$ cat config.mk
export PLATFORM = sky130hd
export DESIGN_NAME = calendar_date_time_adder_top
export DESIGN_NICKNAME = d
export VERILOG_FILES = /design/src/rtl/cdta_pkg.sv /design/src/rtl/cdta_sub_unit.sv /design/src/rtl/calendar_date_time_adder_top.sv
export SDC_FILE = /design/constraint.sdc
export NUM_CORES = 1
export LEC_CHECK = 0
export BUFFER_PORTS_ARGS = -buffer_cell sky130_fd_sc_hd__buf_2
export CAP_MARGIN = 10
export CORE_ASPECT_RATIO = 1.4
export CORE_MARGIN = 5
export CORE_UTILIZATION = 45
export CTS_BUF_LIST = sky130_fd_sc_hd__clkbuf_8
export DETAILED_ROUTE_END_ITERATION = 8
export GPL_TIMING_DRIVEN = 0
export HOLD_SLACK_MARGIN = 0.1
export PLACE_DENSITY = 0.65
export SETUP_SLACK_MARGIN = 0.05
export SLEW_MARGIN = 20
export SYNTH_ARGS = -nofsm -noshare
export SYNTH_HDL_FRONTEND = slang
export SYNTH_SLANG_ARGS = --single-unit
$ cat constraint.sdc
create_clock -name clock -period 6.8 [get_ports clock]
set_input_delay 1.7 -clock clock [delete_from_list [all_inputs] [get_ports clock]]
set_output_delay 1.7 -clock clock [all_outputs]
set_load 0.03 [all_outputs]
$ cat src/rtl/cdta_pkg.sv
// ----------------------------------------------------------------------------
// cdta_pkg
// Shared types, constants and the month-length table for the calendar
// date-time adder.
// ----------------------------------------------------------------------------
package cdta_pkg;

   // Width of every working value held during normalization.
   localparam int unsigned WORK_W = 9;

   typedef logic [WORK_W-1:0] work_type;

   localparam work_type MINUTES_PER_HOUR = 9'd60;
   localparam work_type HOURS_PER_DAY    = 9'd24;
   localparam work_type MONTHS_PER_YEAR  = 9'd12;
   localparam work_type YEARS_PER_CENT   = 9'd100;

   localparam logic [3:0] MONTH_JAN = 4'd1;
   localparam logic [3:0] MONTH_FEB = 4'd2;
   localparam logic [3:0] MONTH_DEC = 4'd12;

   typedef struct packed {
      logic [5:0] base_minutes;
      logic [4:0] base_hours;
      logic [4:0] base_days;
      logic [3:0] base_months;
      logic [6:0] base_years;
      logic [7:0] add_minutes;
      logic [7:0] add_hours;
      logic [7:0] add_days;
      logic [7:0] add_months;
      logic [6:0] add_years;
   } req_type;

   typedef struct packed {
      logic [5:0] sum_minutes;
      logic [4:0] sum_hours;
      logic [4:0] sum_days;
      logic [3:0] sum_months;
      logic [6:0] sum_years;
      logic       century_out;
   } rsp_type;

   // Operands of the shared compare and subtract unit.
   typedef struct packed {
      work_type minuend;
      work_type subtrahend;
   } sub_op_type;

   // Result of the shared unit: difference, greater-or-equal, greater-than.
   typedef struct packed {
      work_type diff;
      logic     ge;
      logic     gt;
   } sub_res_type;

   // Days in a month; February has 29 days in a leap year.
   function automatic work_type month_len(input logic [3:0] month, input logic leap);
      work_type len;
      case (month)
         MONTH_FEB: len = leap ? 9'd29 : 9'd28;
         4'd4:      len = 9'd30;
         4'd6:      len = 9'd30;
         4'd9:      len = 9'd30;
         4'd11:     len = 9'd30;
         default:   len = 9'd31;
      endcase
      return len;
   endfunction

endpackage

$ cat src/rtl/cdta_sub_unit.sv
// ----------------------------------------------------------------------------
// cdta_sub_unit
// Shared compare and subtract unit used by every normalization step.
// ----------------------------------------------------------------------------
module cdta_sub_unit (
   input  cdta_pkg::sub_op_type  op,
   output cdta_pkg::sub_res_type res
);

   logic [cdta_pkg::WORK_W:0] full;

   // The extra top bit is the borrow out of the subtraction.
   assign full = {1'b0, op.minuend} - {1'b0, op.subtrahend};

   assign res.diff = full[cdta_pkg::WORK_W-1:0];
   assign res.ge   = ~full[cdta_pkg::WORK_W];
   assign res.gt   = ~full[cdta_pkg::WORK_W] & (full[cdta_pkg::WORK_W-1:0] != '0);

endmodule

$ cat src/rtl/calendar_date_time_adder_top.sv
// ----------------------------------------------------------------------------
// calendar_date_time_adder_top
// Adds an interval to a base date-time and returns the normalized sum.
// ----------------------------------------------------------------------------
//
// Channel    Ports                       Direction  Transfer
// request    start, busy, req_data       in         start high while busy low
// response   rsp_valid, rsp_data         out        one-cycle strobe, no stall
//
// A request is accepted when start is high while busy is low. The sequencer
// then walks through five phases (minutes, hours, days, months, years), and
// each phase does one subtraction per carry or rollover and moves on once
// its value is in range. All subtractions go through the single compare and
// subtract unit. The response strobe is registered and follows in the cycle
// after the last phase. Busy stays high from acceptance until the cycle of
// the response strobe, in which a new request may already be accepted. Reset
// is synchronous and returns the sequencer to idle with no response pending.
// The receiver cannot stall.
// ----------------------------------------------------------------------------
module calendar_date_time_adder_top (
   input  logic              clock,
   input  logic              reset,
   input  logic              start,
   output logic              busy,
   input  cdta_pkg::req_type req_data,
   output logic              rsp_valid,
   output cdta_pkg::rsp_type rsp_data
);

   // One-hot sequencer states: idle and one per normalization phase.
   typedef enum logic [5:0] {
      ST_IDLE = 6'b000001,
      ST_MIN  = 6'b000010,
      ST_HR   = 6'b000100,
      ST_DAY  = 6'b001000,
      ST_MON  = 6'b010000,
      ST_YR   = 6'b100000
   } state_type;

   state_type state_ff, state_in;

   // Working registers. Months hold the calendar month (1 to 12) during the
   // day phase and the zero-based month total afterwards.
   cdta_pkg::work_type min_ff, min_in;
   cdta_pkg::work_type hr_ff,  hr_in;
   cdta_pkg::work_type day_ff, day_in;
   cdta_pkg::work_type mon_ff, mon_in;
   cdta_pkg::work_type yr_ff,  yr_in;
   logic [7:0]         add_mon_ff, add_mon_in;
   logic [6:0]         add_yr_ff,  add_yr_in;
   logic               cent_ff,    cent_in;

   logic               rsp_valid_ff, rsp_valid_in;
   cdta_pkg::rsp_type  rsp_data_ff,  rsp_data_in;

   cdta_pkg::sub_op_type  sub_op;
   cdta_pkg::sub_res_type sub_res;
   cdta_pkg::work_type    dim;
   logic [3:0]            base_mon;
   logic                  base_mon_wrap;

   // The month length follows the running year total, which already holds
   // the carries from earlier month rollovers.
   assign dim = cdta_pkg::month_len(mon_ff[3:0], yr_ff[1:0] == 2'b00);

   // A base month of zero is taken as January; one above twelve wraps and
   // carries a year.
   assign base_mon_wrap = req_data.base_months > cdta_pkg::MONTH_DEC;
   always_comb begin
      if (req_data.base_months == 4'd0) begin
         base_mon = cdta_pkg::MONTH_JAN;
      end else if (base_mon_wrap) begin
         base_mon = req_data.base_months - cdta_pkg::MONTH_DEC;
      end else begin
         base_mon = req_data.base_months;
      end
   end

   // Operand selection for the shared unit.
   always_comb begin
      sub_op = '0;
      case (state_ff)
         ST_MIN: begin
            sub_op.minuend    = min_ff;
            sub_op.subtrahend = cdta_pkg::MINUTES_PER_HOUR;
         end
         ST_HR: begin
            sub_op.minuend    = hr_ff;
            sub_op.subtrahend = cdta_pkg::HOURS_PER_DAY;
         end
         ST_DAY: begin
            sub_op.minuend    = day_ff;
            sub_op.subtrahend = dim;
         end
         ST_MON: begin
            sub_op.minuend    = mon_ff;
            sub_op.subtrahend = cdta_pkg::MONTHS_PER_YEAR;
         end
         ST_YR: begin
            sub_op.minuend    = yr_ff;
            sub_op.subtrahend = cdta_pkg::YEARS_PER_CENT;
         end
         default: begin
            sub_op = '0;
         end
      endcase
   end

   cdta_sub_unit u_sub (
      .op  (sub_op),
      .res (sub_res)
   );

   // Sequencer and datapath updates.
   always_comb begin
      state_in     = state_ff;
      min_in       = min_ff;
      hr_in        = hr_ff;
      day_in       = day_ff;
      mon_in       = mon_ff;
      yr_in        = yr_ff;
      add_mon_in   = add_mon_ff;
      add_yr_in    = add_yr_ff;
      cent_in      = cent_ff;
      rsp_valid_in = 1'b0;
      rsp_data_in  = rsp_data_ff;

      case (state_ff)
         ST_IDLE: begin
            if (start) begin
               // Base and added minutes, hours and days are summed up front; the
               // carries are worked out one subtraction at a time afterwards.
               min_in     = 9'(req_data.base_minutes) + 9'(req_data.add_minutes);
               hr_in      = 9'(req_data.base_hours) + 9'(req_data.add_hours);
               day_in     = 9'(req_data.base_days) + 9'(req_data.add_days);
               mon_in     = 9'(base_mon);
               yr_in      = 9'(req_data.base_years) + 9'(base_mon_wrap);
               add_mon_in = req_data.add_months;
               add_yr_in  = req_data.add_years;
               cent_in    = 1'b0;
               state_in   = ST_MIN;
            end
         end
         ST_MIN: begin
            if (sub_res.ge) begin
               min_in = sub_res.diff;
               hr_in  = hr_ff + 9'd1;
            end else begin
               state_in = ST_HR;
            end
         end
         ST_HR: begin
            if (sub_res.ge) begin
               hr_in  = sub_res.diff;
               day_in = day_ff + 9'd1;
            end else begin
               state_in = ST_DAY;
            end
         end
         ST_DAY: begin
            if (sub_res.gt) begin
               day_in = sub_res.diff;
               if (mon_ff[3:0] == cdta_pkg::MONTH_DEC) begin
                  mon_in = 9'(cdta_pkg::MONTH_JAN);
                  yr_in  = yr_ff + 9'd1;
               end else begin
                  mon_in = mon_ff + 9'd1;
               end
            end else begin
               // Months and years are added once the days are settled.
               mon_in   = mon_ff + 9'(add_mon_ff) - 9'd1;
               yr_in    = yr_ff + 9'(add_yr_ff);
               state_in = ST_MON;
            end
         end
         ST_MON: begin
            if (sub_res.ge) begin
               mon_in = sub_res.diff;
               yr_in  = yr_ff + 9'd1;
            end else begin
               state_in = ST_YR;
            end
         end
         ST_YR: begin
            if (sub_res.ge) begin
               yr_in   = sub_res.diff;
               cent_in = 1'b1;
            end else begin
               rsp_valid_in            = 1'b1;
               rsp_data_in.sum_minutes = min_ff[5:0];
               rsp_data_in.sum_hours   = hr_ff[4:0];
               rsp_data_in.sum_days    = day_ff[4:0];
               rsp_data_in.sum_months  = mon_ff[3:0] + 4'd1;
               rsp_data_in.sum_years   = yr_ff[6:0];
               rsp_data_in.century_out = cent_ff;
               state_in                = ST_IDLE;
            end
         end
         default: begin
            state_in = ST_IDLE;
         end
      endcase
   end

   always_ff @(posedge clock) begin
      if (reset) begin
         state_ff     <= ST_IDLE;
         rsp_valid_ff <= 1'b0;
      end else begin
         state_ff     <= state_in;
         rsp_valid_ff <= rsp_valid_in;
      end
   end

   always_ff @(posedge clock) begin
      min_ff      <= min_in;
      hr_ff       <= hr_in;
      day_ff      <= day_in;
      mon_ff      <= mon_in;
      yr_ff       <= yr_in;
      add_mon_ff  <= add_mon_in;
      add_yr_ff   <= add_yr_in;
      cent_ff     <= cent_in;
      rsp_data_ff <= rsp_data_in;
   end

   assign busy      = state_ff != ST_IDLE;
   assign rsp_valid = rsp_valid_ff;
   assign rsp_data  = rsp_data_ff;

`ifndef SYNTHESIS
   // A response only follows the end of the year phase.
   a_rsp_after_year: assert property (@(posedge clock) disable iff (reset)
      rsp_valid |-> $past(state_ff == ST_YR))
      else $error("response strobe without a finished year phase");

   // The response strobe never overlaps work on a request.
   a_rsp_idle: assert property (@(posedge clock) disable iff (reset)
      rsp_valid |-> !busy)
      else $error("response strobe while busy");

   // The day rollover only ever sees a calendar month.
   a_day_month_range: assert property (@(posedge clock) disable iff (reset)
      state_ff == ST_DAY |-> (mon_ff >= 9'd1 && mon_ff <= 9'd12))
      else $error("month out of range during day rollover");

   // Normalized time of day in every response.
   a_rsp_time_range: assert property (@(posedge clock) disable iff (reset)
      rsp_valid |-> (rsp_data.sum_minutes < 6'd60 && rsp_data.sum_hours < 5'd24))
      else $error("response time of day not normalized");
`endif

endmodule

==> metrics.cfg, run 1 <==
[run_status]
status=finished, violations left
violations=DRC

[setup_path]
cpPeakStageDelay_ns=0.90
start_kind=flop
path_buf_inv=5
cp-end-kind=flop
worstPathMaxFanout=10
arrival_ns=6.41
path_delay_family=simple AND/OR/NAND/NOR gates
criticalPathCategory=flop to flop
r2r_start=state_ff[0]$_SDFFE_PP1P_
crit_slowest_cell=xnor2_1
worst_ep_required_time_ns=6.89
critPathLaunch=state_ff[0]$_SDFFE_PP1P_
crit_top_cell=clkbuf_1
crit_chain=buf_6 > or4_4 > nor3b_4 > clkbuf_1 > clkbuf_1 > nand2_1 > inv_1 > fa_1 > nand2b_1 > a21oi_1 > xnor2_1 > nor3b_1 > nand3_1 > o31a_4 > and3_4 > a311oi_2 > buf_4

[clock_network]
cts.repair.resized=0
insertion_delay_ns=0.38
post_cts.repair.setup_buffers=0
clock_path_buffers=2
cts_inserted_buffers=9
tritoncts=yes
hold_buffers=0
htree_levels=3
ctsRootBufferMaster=clkbuf_8
clk_pin_slew_ns=0.08
cts.sinks=96

[yosys]
avgSynthCellArea_sq_um=10.3
synth_ff_type=edfxtp_1
synth_seq_area_share_pct=42.2
yosys_warnings=0
synth_cell_types=65
synth-edff-count=89
synth_area_sq_um=6660
ys_ff_latch=96
synth_nets=780
synthesis.instances=648
synthArstFlopShare_pct=0

[timing]
drv_slew=0
worst_pin_slew_ns=1.15
fmax_ghz=0.158
period_minus_slack_ns=6.32
rsz0062_at_grt=false
post-route-period-util_pct=93.0
finalSetupViolations=0
holdWs_ns=0.424
hold_viol_final=0
fin_skew_ns=0.0140
relSlewSlack_pct=22.6

[floorplanning]
initial_utilization_pct=45.9
die_y_microns=154
coreArea_sq_um=14500
rows=52
io_pins=99
dieArea_sq_um=17400
die_w_microns=113

[final_layout]
final_nets=891
area_growth_pct=14.6
multi_input_area_sq_um=3570
diodes=0
ff_latch_area_sq_um=2810
n_fill_cell=1354
layout-drive-gt1-share_pct=18.1
fin_area_sq_um=7630

[power]
power_density_nw_per_um2=378
leakage_uw=0.00319
irDropWorstVdd_uv=214

[detailed_routing]
wl_per_cell_microns=19.8
wl_microns=18800
drt_iter0_drc=642
postRouteAntennaNets=0
vias=5587
via_per_inst=5.86
drc=1
dr.pass1.iters=9

[global_routing]
grt.total_usage_pct=21.6
antenna_found_initial=0
grt_max_degree=24
grt_pass1_vias=5661
overflow=0
grt_pass1_wl_microns=29600

[place]
io_buffers=98
gp_congestion=0.914
dp_hpwl_microns=14400
postPlaceCellArea_sq_um=7440

[hold_path]
holdCritStartpoint=cent_ff$_DFFE_PP_
hold_class=flop to flop

[job]
drv_cap=0

-- placed cells by master, fill, tap and decap left out, drive strengths merged, types with 10 or more instances in the layout --
master  synthesis  layout
a21oi          33      33
xnor2          34      34
ha             57      57
xor2           37      37
a22oi          16      16
o221ai         15      15
nand3          31      31
and3           10      10
edfxtp         89      89
nand2          50      50
o21ai          40      40
inv            56      59
clkbuf         13      23
nor2           34      34
buf             6     106
a21o           16      16
-- metal layers --
metal | global-route usage (%) | up-vias | routed length, microns
li1 | - | 2631 | -
met2 | 38.1 | 247 | 9560
met3 | 3.19 | 36 | 1250
met5 | 0 | - | 0
met1 | 26.3 | 2673 | 7530
met4 | 8.02 | 0 | 492
-- cell families after synthesis --
| logic type | share of synthesized area [%] |
|---|---|
| AO/OA/AOI/OAI | 17.4 |
| AND/OR/NAND/NOR | 13.5 |
| flip-flops | 42.2 |
| adder cells (fa/ha/maj) | 12.5 |
| XOR/XNOR | 9.57 |
| buffers and inverters | 4.42 |
| multiplexers | 0.301 |
-- final timing paths --
path | end | slack, ns | cells past startpoint
min | rsp_data[0]$_DFFE_PP_ | 0.42 | 0
min reg2reg | rsp_data[0]$_DFFE_PP_ | 0.42 | 0
max | yr_ff[4]$_DFFE_PP_ | 0.48 | 17
max reg2reg | yr_ff[4]$_DFFE_PP_ | 0.48 | 17
-- cells in the mapped netlist, types with 9 or more instances --
cell type   n  share of area (%)
a21o_1     16                1.8
a21oi_1    31                2.3
a22oi_1    16                1.8
and3_1      9               0.85
clkbuf_1   13               0.73
edfxtp_1   89                 40
ha_1       57                 11
inv_1      56                3.2
nand2_1    50                2.8
nand3_1    31                2.3
nor2_1     34                1.9
o21ai_0    38                2.9
o221ai_1   15                2.0
xnor2_1    32                4.2
xor2_1     37                4.9
-- flip-flops by register name, indices dropped and copies added, names as in the netlist --
name,count
rsp_data,28
day_ff,9
hr_ff,9
min_ff,9
mon_ff,9
yr_ff,9
add_mon_ff,8
add_yr_ff,7
state_ff,6
cent_ff,1
rsp_valid,1
-- through the flow --
stage | instances | TNS [ns] | power [uW] | utilization, % | worst slack [ns]
finish | 953 | 0 | 2880 | 52.6 | 0.478
global route | 953 | 0 | 3050 | 52.6 | 0.282
floorplan | 648 | 0 | 2000 | - | 1.65
global placement | 935 | -0.405 | 2440 | 50.9 | -0.0453
CTS | 953 | 0 | 2860 | 52.6 | 0.552
detailed placement | 937 | 0 | 2480 | 51.3 | 0.609
-- worst reg2reg max path, cell delays in order (launching register included) --
cell	delay, ns
dfxtp_1	0.31
buf_6	0.12
or4_4	0.56
nor3b_4	0.46
clkbuf_1	0.50
clkbuf_1	0.50
nand2_1	0.22
inv_1	0.12
fa_1	0.22
nand2b_1	0.14
a21oi_1	0.09
xnor2_1	0.90
nor3b_1	0.35
nand3_1	0.22
o31a_4	0.41
and3_4	0.21
a311oi_2	0.44
buf_4	0.26
-- power by group --
| group | leakage [uW] | switching (uW) | internal (uW) |
|---|---|---|---|
| combinational | 0.00219 | 944 | 536 |
| clock | 0.000106 | 202 | 176 |
| sequential | 0.000893 | 171 | 854 |
| total | 0.00319 | 1320 | 1570 |
-- final cells by class --
cell class	count	share of cell area, %
Buffer	19	1.10
Clock buffer	10	1.80
Clock inverter	6	0.705
Inverter	56	2.76
Multi-Input combinational cell	477	46.8
Sequential cell	96	36.9
Tap cell	189	3.10
Timing Repair Buffer	100	6.89
(Power assumes the default switching activity.)
==> inputs of run 2 (changes only) <==
--- a/config.mk
+++ b/config.mk
@@ -10,7 +10,7 @@
 export CORE_ASPECT_RATIO = 1.4
 export CORE_MARGIN = 5
 export CORE_UTILIZATION = 45
-export CTS_BUF_LIST = sky130_fd_sc_hd__clkbuf_8
+export CTS_BUF_LIST = sky130_fd_sc_hd__clkbuf_4 sky130_fd_sc_hd__clkbuf_8
 export DETAILED_ROUTE_END_ITERATION = 8
 export GPL_TIMING_DRIVEN = 0
 export HOLD_SLACK_MARGIN = 0.1
==> metrics.cfg, run 2 (synthesis gave the netlist of run 1 again) <==
[hold_path]
hold_depth=0  ; unchanged
hold_class=flop to flop
holdCritStartpoint=cent_ff$_DFFE_PP_

[final_layout]
diodes=0  ; unchanged
layout_common_cells=102 x buf_2, 89 x edfxtp_1, 57 x ha_1
layout-drive-gt1-share_pct=18.5  ; +0.39 points
final_nets=891  ; unchanged
layout_commonest_cell=buf_2
largest_reg_flops=28  ; unchanged
stdcell_count=953  ; unchanged
n_fill_cell=1351  ; -0.22%
area_growth_pct=14.8

[clock_network]
clock_path_buffers=2  ; unchanged
post_cts.repair.setup_buffers=0  ; unchanged
ctsRootBufferMaster=clkbuf_8
insertion_delay_ns=0.38  ; about the same
cts.repair.resized=0  ; unchanged
hold_buffers=0  ; unchanged
cts.sinks=96  ; unchanged
htree_levels=3  ; unchanged
clk_pin_slew_ns=0.09  ; about the same
cts_inserted_buffers=9  ; unchanged
tritoncts=yes

[global_routing]
grt_pass1_vias=5672  ; +0.19%
antenna_found_initial=0  ; unchanged
grt_pass1_wl_microns=29600  ; about the same
grt_max_degree=24  ; unchanged
overflow=0  ; unchanged
grt.total_usage_pct=21.6  ; about the same

[timing]
holdWs_ns=0.424  ; -0.000204 ns
fmax_ghz=0.158  ; -0.18%
relSlewSlack_pct=23.4  ; +0.79 points
post-route-period-util_pct=93.1  ; +0.17 points
hold_viol_final=0  ; unchanged
period_minus_slack_ns=6.33  ; +0.0115 ns
fin_skew_ns=0.0143  ; +0.000384 ns
rsz0062_at_grt=false
worst_pin_slew_ns=1.14  ; -0.0118 ns
drv_slew=0  ; unchanged
layout_setup_ws_ns=0.467  ; -0.0115 ns
finalSetupViolations=0  ; unchanged

[detailed_routing]
wl_per_cell_microns=19.7  ; about the same
postRouteAntennaNets=0  ; unchanged
vias=5625  ; +0.68%
wl_met3_microns=1320  ; +5.3%
via_per_inst=5.90  ; +0.68%
wirelength_met1_microns=7360  ; -2.2%
top_layer_used=met4
dr.pass1.iters=6  ; -3
wl_microns=18800  ; about the same
route.met2.wl_microns=9610  ; +0.50%
drc=0  ; -1
drt_iter0_drc=583  ; -9.2%

[power]
p_clk_share_pct=13.6  ; +0.5 points
share_comb_of_total_power_pct=51.0  ; -0.3 points
p_total_uw=2900  ; +0.42%
power_density_nw_per_um2=379  ; +0.27%
power.internal_uw=1580  ; +1.0%
seqPwrFrac_pct=35.4  ; about the same
leakage_uw=0.00319  ; about the same
power_switching_uw=1310  ; -0.30%
irDropWorstVdd_uv=214  ; about the same
p_sw_share_pct=45.4  ; -0.33 points

[job]
drv_cap=0  ; unchanged

[setup_path]
crit_chain=buf_6 > or4_4 > nor3b_4 > clkbuf_1 > clkbuf_1 > nand2_1 > ha_1 > nor2b_1 > o2111ai_1 > nand3_1 > xnor2_1 > nand3_1 > o31a_4 > and3_4 > a311oi_2 > buf_4
cp-end-kind=flop
worst_ep_required_time_ns=6.89  ; about the same
worstPathMaxFanout=10  ; unchanged
rr_worst_depth=16  ; -1
cp.depth=16  ; -1
start_kind=flop
arrival_ns=6.42  ; about the same
ff2ff_setup_slack_ns=0.47  ; about the same
crit_slowest_cell=xnor2_1
r2r_start=state_ff[0]$_SDFFE_PP1P_
crit_end=yr_ff[4]$_DFFE_PP_
criticalPathCategory=flop to flop
path_delay_family=simple AND/OR/NAND/NOR gates
path_buf_inv=4  ; -1
r2r-end=yr_ff[4]$_DFFE_PP_
cpPeakStageDelay_ns=0.86  ; -0.04 ns
critPathLaunch=state_ff[0]$_SDFFE_PP1P_

[run_status]
status=completed

[place]
pre_cts_ws_ns=0.609  ; unchanged
dp_hpwl_microns=14400  ; unchanged
gp_congestion=0.914  ; unchanged
io_buffers=98  ; unchanged
dp_cells=937  ; unchanged

[floorplanning]
initial_utilization_pct=45.9  ; unchanged
dieArea_sq_um=17400  ; unchanged
die_y_microns=154  ; unchanged
rows=52  ; unchanged
die_w_microns=113  ; unchanged
coreArea_sq_um=14500  ; unchanged
io_pins=99  ; unchanged

## run 2: how the worst min path moves through the flow
stage	to	slack (ns)
global placement	rsp_data[0]$_DFFE_PP_	0.41
floorplan	rsp_data[0]$_DFFE_PP_	0.40
detailed placement	rsp_data[0]$_DFFE_PP_	0.40
global route	rsp_data[0]$_DFFE_PP_	0.44
finish	rsp_data[0]$_DFFE_PP_	0.42
CTS	rsp_data[0]$_DFFE_PP_	0.43
## run 2: area by class of cell
class	instances	area (sq um)	area share, %
multi-input combinational	477	3570	46.7
sequential	96	2810	36.8
timing repair buffer	100	526	6.88
tap	189	236	3.09
inverter	56	210	2.75
clock buffer	13	160	2.10
buffer	19	83.8	1.10
clock inverter	3	42.5	0.557
## run 2: metal layers
| metal | GRT usage (%) | vias to the layer above |
|---|---|---|
| met5 | 0 | - |
| met4 | 8.02 | 0 |
| met3 | 3.19 | 45 |
| met2 | 38.2 | 274 |
| met1 | 26.3 | 2675 |
| li1 | - | 2631 |
## run 2: metrics by stage
stage	area [sq um]	utilization (%)	TNS, ns
5_1_grt	7640	52.7	0
3_3_place_gp	7380	50.9	-0.405
6_report	7640	52.7	0
3_5_place_dp	7440	51.3	0
2_1_floorplan	6660	-	0
4_1_cts	7640	52.7	0
## run 2: power groups by stage
stage          Sequential [uW]  Clock [uW]  Combinational (uW)
2_1_floorplan              955           0                1040
3_3_place_gp              1030           0                1400
3_5_place_dp              1040           0                1440
4_1_cts                   1020         400                1460
5_1_grt                   1040         422                1610
6_report                  1030         395                1480
==> inputs of run 3 (changes only) <==
--- a/config.mk
+++ b/config.mk
@@ -9,12 +9,12 @@
 export CAP_MARGIN = 10
 export CORE_ASPECT_RATIO = 1.4
 export CORE_MARGIN = 5
-export CORE_UTILIZATION = 45
+export CORE_UTILIZATION = 60
 export CTS_BUF_LIST = sky130_fd_sc_hd__clkbuf_4 sky130_fd_sc_hd__clkbuf_8
 export DETAILED_ROUTE_END_ITERATION = 8
 export GPL_TIMING_DRIVEN = 0
 export HOLD_SLACK_MARGIN = 0.1
-export PLACE_DENSITY = 0.65
+export PLACE_DENSITY = 0.83
 export SETUP_SLACK_MARGIN = 0.05
 export SLEW_MARGIN = 20
 export SYNTH_ARGS = -nofsm -noshare
==> metrics.cfg, run 3 (synthesis gave the netlist of run 1 again) <==
[clock_network]
post_cts.repair.setup_buffers=0  ; unchanged
clk_pin_slew_ns=0.10  ; about the same
hold_buffers=0  ; unchanged
clock_path_buffers=2  ; unchanged
tritoncts=yes
cts_inserted_buffers=9  ; unchanged
htree_levels=3  ; unchanged
ctsRootBufferMaster=clkbuf_8
cts.repair.resized=0  ; unchanged
cts.sinks=96  ; unchanged
insertion_delay_ns=0.38  ; about the same

[final_layout]
ff_latch_area_sq_um=2810  ; unchanged
stdcell_count=906  ; -4.9%
n_fill_cell=841  ; -38%
final_nets=892  ; +0.11%
layout_commonest_cell=buf_2
diodes=0  ; unchanged
largest_reg_flops=28  ; unchanged
layout-drive-gt1-share_pct=18.6  ; +0.11 points
area_growth_pct=14.7  ; about the same
layout_common_cells=102 x buf_2, 89 x edfxtp_1, 57 x ha_1
multi_input_area_sq_um=3570  ; unchanged

[setup_path]
worstPathMaxFanout=10  ; unchanged
crit_chain=buf_6 > or4_4 > nor3b_4 > clkbuf_1 > clkbuf_1 > a22oi_1 > nand2_1 > ha_1 > nor2_1 > a21oi_1 > xnor2_1 > nor3b_1 > nand3_1 > o31ai_1 > nand2_1 > a31o_2
arrival_ns=6.27  ; -0.15 ns
worst_ep_required_time_ns=6.94  ; +0.05 ns
cp-end-kind=flop
path_buf_inv=3  ; -1
path_delay_family=simple AND/OR/NAND/NOR gates
criticalPathCategory=flop to flop
cpPeakStageDelay_ns=0.76  ; -0.10 ns
start_kind=flop
crit_slowest_cell=xnor2_1

[floorplanning]
die_w_microns=99.0  ; -12%
initial_utilization_pct=61.3  ; +15 points
die_y_microns=135  ; -13%
coreArea_sq_um=10900  ; -25%
rows=45  ; -13%
io_pins=99  ; unchanged
dieArea_sq_um=13300  ; -23%

[detailed_routing]
vias=5656  ; +0.55%
via_per_inst=6.24  ; +5.8%
drc=0  ; unchanged
wl_microns=18300  ; -2.7%
postRouteAntennaNets=0  ; unchanged
wl_per_cell_microns=20.2  ; +2.4%
drt_iter0_drc=702  ; +20%
dr.pass1.iters=7  ; +1

[timing]
fin_skew_ns=0.0120  ; -0.00234 ns
fmax_ghz=0.163  ; +3.3%
relSlewSlack_pct=29.8  ; +6.5 points
hold_viol_final=0  ; unchanged
worst_pin_slew_ns=1.05  ; -0.0936 ns
drv_slew=0  ; unchanged
rsz0062_at_grt=false
post-route-period-util_pct=90.1  ; -3.0 points
setup-tns-final_ns=0  ; unchanged
finalSetupViolations=0  ; unchanged
period_minus_slack_ns=6.13  ; -0.204 ns

[power]
power_density_nw_per_um2=390  ; +2.8%
leakage_uw=0.00321  ; +0.74%
irDropWorstVdd_uv=284  ; +33%

[job]
drv_cap=0  ; unchanged

[global_routing]
grt.total_usage_pct=28.0  ; +6.4 points
grt_pass1_wl_microns=29200  ; -1.4%
grt_pass1_vias=5747  ; +1.3%
grt_max_degree=24  ; unchanged
antenna_found_initial=0  ; unchanged
overflow=0  ; unchanged

[place]
io_buffers=98  ; unchanged
gp_congestion=0.963  ; +5.4%
dp_hpwl_microns=14100  ; -2.5%
dp_cells=890  ; -5.0%

[run_status]
status=completed

[hold_path]
hold_class=flop to flop

run 3: report_power, final:
group	switching, uW	total [uW]	internal, uW
Sequential	169	1020	853
Clock	224	474	249
Combinational	937	1480	542
run 3: cell type report:
class	count	share of cell area, %
clock inverters	7	1.65
inverters	56	2.75
multi-input cells	477	46.7
clock buffers	9	1.62
well taps	141	2.31
plain buffers	19	1.10
repair buffers	101	6.98
flip-flops and latches	96	36.8
run 3: worst paths after layout:
check	startpoint	endpoint	slack [ns]	cells past startpoint
worst max-delay path	state_ff[0]$_SDFFE_PP1P_	mon_ff[0]$_DFFE_PP_	0.67	16
worst min-delay path	cent_ff$_DFFE_PP_	rsp_data[0]$_DFFE_PP_	0.44	0
worst max register to register	state_ff[0]$_SDFFE_PP1P_	mon_ff[0]$_DFFE_PP_	0.67	16
worst min register to register	cent_ff$_DFFE_PP_	rsp_data[0]$_DFFE_PP_	0.44	0
run 3: layer usage:
| layer | vias to the layer above | share of wire, % | global-route usage [%] | wire, microns |
|---|---|---|---|---|
| met5 | - | 0 | 0 | 0 |
| met2 | 295 | 50 | 48.0 | 9200 |
| met4 | 0 | 4.8 | 13.4 | 883 |
| li1 | 2635 | - | - | - |
| met1 | 2659 | 37 | 34.3 | 6750 |
| met3 | 67 | 8.1 | 4.44 | 1480 |
run 3: per-stage QoR:
| stage | worst slack, ns | util (%) | cell area, sq um | total power, uW | hold slack (ns) |
|---|---|---|---|---|---|
| 2_1_floorplan | 1.65 | - | 6660 | 2000 | 0.400 |
| 3_3_place_gp | 0.0799 | 67.4 | 7320 | 2400 | 0.401 |
| 3_5_place_dp | 0.893 | 68.0 | 7390 | 2470 | 0.423 |
| 4_1_cts | 0.857 | 70.3 | 7640 | 2940 | 0.441 |
| 5_1_grt | 0.528 | 70.3 | 7640 | 3140 | 0.445 |
| 6_report | 0.670 | 70.3 | 7640 | 2970 | 0.438 |
